**src/rtl/core/bba_pkg.sv**
```systemverilog
`timescale 1ns / 1ps
// ----------------------------------------------------------------------------
// bba_pkg
// Shared types, codes and helpers of the bitmap block allocator.
// ----------------------------------------------------------------------------
package bba_pkg;

  localparam int unsigned WORD_BITS  = 64;
  localparam int unsigned BLKNUM_W   = 32;
  localparam int unsigned STATUS_W   = 2;
  localparam int unsigned BBU_W      = 4;
  localparam int unsigned OUT_DATA_W = 40;  // status + block, padded to bytes

  localparam logic MODE_ALLOC = 1'b0;
  localparam logic MODE_FREE  = 1'b1;

  localparam logic CFG_DATA_OFFSET = 1'b0;
  localparam logic CFG_BLOCKS_USED = 1'b1;

  localparam logic [STATUS_W-1:0] STAT_OK      = 2'd0;
  localparam logic [STATUS_W-1:0] STAT_NO_FREE = 2'd1;
  localparam logic [STATUS_W-1:0] STAT_RANGE   = 2'd2;

  typedef enum logic [2:0] {
    ST_IDLE,
    ST_ALLOC,
    ST_ARD,
    ST_AENC,
    ST_FREE,
    ST_FRD,
    ST_DONE
  } state_e;

  typedef struct packed {
    logic ld_in;
    logic alloc_rd;
    logic load_word;
    logic hint_inc;
    logic alloc_set;
    logic free_rd;
    logic free_wr;
    logic res_full;
    logic res_range;
    logic res_ok;
    logic out_load;
  } cmd_t;

  typedef struct packed {
    logic hint_ge_nwords;
    logic word_full;
    logic out_of_range;
    logic beyond_fill;
    logic out_stall;
  } stat_t;

  // Lowest clear bit of a byte; 7 when only bit 7 is clear (caller checks full).
  function automatic logic [2:0] lowest_clear8(input logic [7:0] b);
    logic [2:0] r;
    r = 3'd7;
    for (int i = 7; i >= 0; i--) begin
      if (!b[i]) begin
        r = 3'(i);
      end
    end
    return r;
  endfunction

endpackage

```
**src/rtl/core/bba_ctrl.sv**
```systemverilog
`timescale 1ns / 1ps
// ----------------------------------------------------------------------------
// bba_ctrl
// Sequencer for allocate and free requests; drives the datapath commands.
// ----------------------------------------------------------------------------
module bba_ctrl
  import bba_pkg::*;
(
  input  logic   clk_i,
  input  logic   rst_ni,
  input  logic   in_valid_i,
  input  logic   in_mode_i,
  output logic   in_ready_o,
  input  stat_t  st_i,
  output cmd_t   cmd_o,
  output state_e state_o
);

  state_e state_q, state_d;

  always_ff @(posedge clk_i or negedge rst_ni) begin
    if (!rst_ni) begin
      state_q <= ST_IDLE;
    end else begin
      state_q <= state_d;
    end
  end

  always_comb begin
    state_d    = state_q;
    cmd_o      = '0;
    in_ready_o = 1'b0;
    unique case (state_q)
      ST_IDLE: begin
        in_ready_o = 1'b1;
        if (in_valid_i) begin
          cmd_o.ld_in = 1'b1;
          state_d     = (in_mode_i == MODE_FREE) ? ST_FREE : ST_ALLOC;
        end
      end
      ST_ALLOC: begin
        if (st_i.hint_ge_nwords) begin
          cmd_o.res_full = 1'b1;
          state_d        = ST_DONE;
        end else begin
          cmd_o.alloc_rd = 1'b1;
          state_d        = ST_ARD;
        end
      end
      ST_ARD: begin
        cmd_o.load_word = 1'b1;
        if (st_i.word_full) begin
          // skip a full word and look at the next one
          cmd_o.hint_inc = 1'b1;
          state_d        = ST_ALLOC;
        end else begin
          state_d = ST_AENC;
        end
      end
      ST_AENC: begin
        cmd_o.alloc_set = 1'b1;
        state_d         = ST_DONE;
      end
      ST_FREE: begin
        if (st_i.out_of_range) begin
          cmd_o.res_range = 1'b1;
          state_d         = ST_DONE;
        end else if (st_i.beyond_fill) begin
          // word never written, so it is already zero
          cmd_o.res_ok = 1'b1;
          state_d      = ST_DONE;
        end else begin
          cmd_o.res_ok  = 1'b1;
          cmd_o.free_rd = 1'b1;
          state_d       = ST_FRD;
        end
      end
      ST_FRD: begin
        cmd_o.free_wr = 1'b1;
        state_d       = ST_DONE;
      end
      ST_DONE: begin
        if (!st_i.out_stall) begin
          cmd_o.out_load = 1'b1;
          state_d        = ST_IDLE;
        end
      end
      default: begin
        state_d = ST_IDLE;
      end
    endcase
  end

  assign state_o = state_q;

endmodule

```
**config.mk**
```make
export PLATFORM = sky130hd
export DESIGN_NAME = bba_ctrl
export DESIGN_NICKNAME = d
export VERILOG_FILES = /design/src/rtl/core/bba_pkg.sv /design/src/rtl/core/bba_ctrl.sv
export SDC_FILE = /design/constraint.sdc
export NUM_CORES = 1
export LEC_CHECK = 0
export BUFFER_PORTS_ARGS = -buffer_cell sky130_fd_sc_hd__buf_2
export CAP_MARGIN = 5
export CORE_AREA = 2 2 39 41
export CTS_CLUSTER_SIZE = 28
export DETAILED_ROUTE_END_ITERATION = 8
export DIE_AREA = 0 0 41 43
export MAX_ROUTING_LAYER = met4
export PLACE_DENSITY = 0.61
export RECOVER_POWER = 100
export SLEW_MARGIN = 30
export SYNTH_ARGS = -nofsm -noshare
export SYNTH_HDL_FRONTEND = slang
export SYNTH_SLANG_ARGS = --single-unit
```
**constraint.sdc**
```tcl
create_clock -name clk_i -period 2.04 [get_ports clk_i]
set_input_delay 0.408 -clock clk_i [delete_from_list [all_inputs] [get_ports clk_i]]
set_output_delay 0.408 -clock clk_i [all_outputs]
set_load 0.005 [all_outputs]
```
==> metrics <==
status=finished, final reports clean; Hold Crit Endpoint=state_o[0]; max-slew violations=0; CP bufs+invs=1; Via density=4.46; Routed Antenna Nets=0; Final setup viols=0; clock slew at reported path FFs=40 ps; row count=14; total grt overflow=0; Final Hold Slack=between 400 and 500 ps; Post-synth top flop=dfrtp_1; Max clock buf depth=2; met3 wire length=82 um; area growth from synthesis to final layout=52.8%; Initial Util=19.7%; crit-path max FO=16; most numerous cell in the Yosys netlist=nand2_1; clock latency on the worst-skew pair=240 ps; Crit Path Class=flip-flop to primary output; largest net degree at the start of global routing=18; Yosys top cell area share=between 20% and 30%; RR Startpoint=state_o[1]; routed wire length=approximately 780 um; vias in the first global route=292; DR WL met2=between 300 and 400 um; cell family with most CP delay=flip-flops; # diodes=0; max layer used=met4; RSZ-0062 raised after global routing=false; Power Density=1330 nW/um^2; maxcap violations=0; Leak Pwr=0.192 nW; Area contributors post-synth=dfrtp_1 (28%), nand2_1 (8.3%), nor3_1 (7.3%); NetSw=between 0.2 and 0.3 mW; internal reg-to-reg setup slack=730 ps; most frequent cells after synthesis=nand2_1 (6), nor2_1 (4), nor3_1 (4); Die Y=43 um; Worst Path Arrival=1380 ps; share of power burned in registers=35.2%; core area=1380 um^2; Async SR Flop Fraction=100%; final core occ=a little under a third; syn avg cell area=7.37 um^2; GR Util All Layers=11.2%; first-pass GRT wire length=1230 um; Min-Delay Path Class=input port to flip-flop; sequence of cells on the critical path=nor3b_1, and2_0, buf_2; unique cell type count in the Yosys netlist=20; 1st-iter DRT viols=5; DRC=0; Clock Skews=approximately 3.2 ps; Reg area=75.1 um^2; final setup TNS=0 ps; cts bufs inserted=3; Slew HR=70.9%; Slowest Stage Delay on Critical Path=approximately 600 ps; Cell Int Power=between 0.3 and 0.4 mW; Synth Cell Area=between 200 and 300 um^2; WL/cell=9.97 um; antenna violations before repair=0; r2r endpoint=state_o[0]; post-placement cell count=73; postcts setup bufs=0; TritonCTS clock tree=built; sequential fraction of the synthesis area=27.5%; Setup crit end kind=primary output; die width=41 um; worst-case reg-to-reg path depth=2; Syn. warnings=0; HP Start=st_i[1]; fin crit period=1790 ps; Comb power frac=between 40% and 50%; post-synthesis instance total=37; layout cells sized above 1=25.8%; Post-Syn Nets=46; area of the multi-input gates=roughly 180 um^2; cell taking the most area after synthesis=dfrtp_1; Final period util=87.8%; Root Driver=clkbuf_4; Nets=72; drt pass-1 iters=2; M1 wire length=364 um; required time at the worst-slack endpoint=1630 ps; # fillers=162; Hold Fails Final Rpt=0; max reg flops=3; Place WS=approximately 520 ps; Crit-path slowest cell=dfrtp_1; cts repair resizes=0; die footprint=1760 um^2; Clock Sinks=3; fin cells=78; setup ws final=~250 ps; H-tree lvl count=1; Post-synth EDFFs=0; Setup crit start kind=flip-flop; gp weighted congestion=0.615; Peak VDD IR=between 0.4 and 0.5 mV; maximum clock rate=~0.56 GHz; switching share of power=45.7%; IO Count=24; detailed placement HPWL=554 um; clock share of power=19.4%; worst-margin pin slew=436 ps; hold depth=3; input/output buffers=23; register bit total from synthesis=3; via count=348
## through the flow
stage               area, um^2  total power [mW]
floorplan                  273             0.352
global placement           393             0.456
detailed placement         393             0.463
CTS                        429             0.578
global route               417             0.623
finish                     417             0.555
## per-layer routing
metal	global-route usage (%)	vias to the layer above
li1	-	185
met1	14.5	141
met2	12.5	20
met3	4.71	2
met4	10.0	0
met5	-	-
## worst reg2reg max path, cell delays in order (launching register included)
cell     delay [ps]
dfrtp_1         530
or4b_1          580
a21oi_1         130
## cell type report
class                           count  area share, %
Multi-Input combinational cell     31           43.8
Timing Repair Buffer               24           27.0
Clock buffer                        4           6.31
Tap cell                           16           4.80
Sequential cell                     3           18.0
## power groups by stage
stage | Clock, mW | Combinational [mW] | Sequential (mW)
4_1_cts | 0.112 | 0.270 | 0.197
2_1_floorplan | 0 | 0.223 | 0.129
5_1_grt | 0.118 | 0.290 | 0.214
3_3_place_gp | 0 | 0.266 | 0.189
6_report | 0.108 | 0.252 | 0.196
3_5_place_dp | 0 | 0.267 | 0.196
## cell usage in the layout (no fill, tap or decap), types with 2 or more instances in the layout
cell      synthesis  final
dfrtp_1           3      3
buf_2             3     11
o22ai_1           2      2
nor2_1            4      4
nor3_1            4      4
clkbuf_1          0     11
clkbuf_2          0      2
and2_0            0      2
clkbuf_4          0      3
nand2_1           6      6
## what timing repair did
| action | CTS | global route |
|---|---|---|
| hold buffers | 1 | 0 |
| endpoints found under the setup margin | 0 | 0 |
| hold endpoints to repair | 3 | 0 |
## cell families (layout without fill, tap and decap cells)
group,Yosys count,count (layout),synth area share [%]
AND/OR/NAND/NOR,24,24,49.1
AO/OA/AOI/OAI,7,7,17.9
flip-flops,3,3,27.5
buffers and inverters,3,28,5.50
## worst max-delay path by stage
stage / to / depth (start not counted) / from / slack, ps
3_3_place_gp: cmd_o[7] / 3 / state_o[1] / 580
2_1_floorplan: cmd_o[10] / 3 / state_o[2] / 650
6_report: cmd_o[7] / 3 / state_o[1] / 250
5_1_grt: cmd_o[7] / 3 / state_o[1] / 90
4_1_cts: cmd_o[7] / 3 / state_o[1] / 250
3_5_place_dp: cmd_o[7] / 3 / state_o[1] / 520
Note: power is estimated with default switching activity, not from simulation.
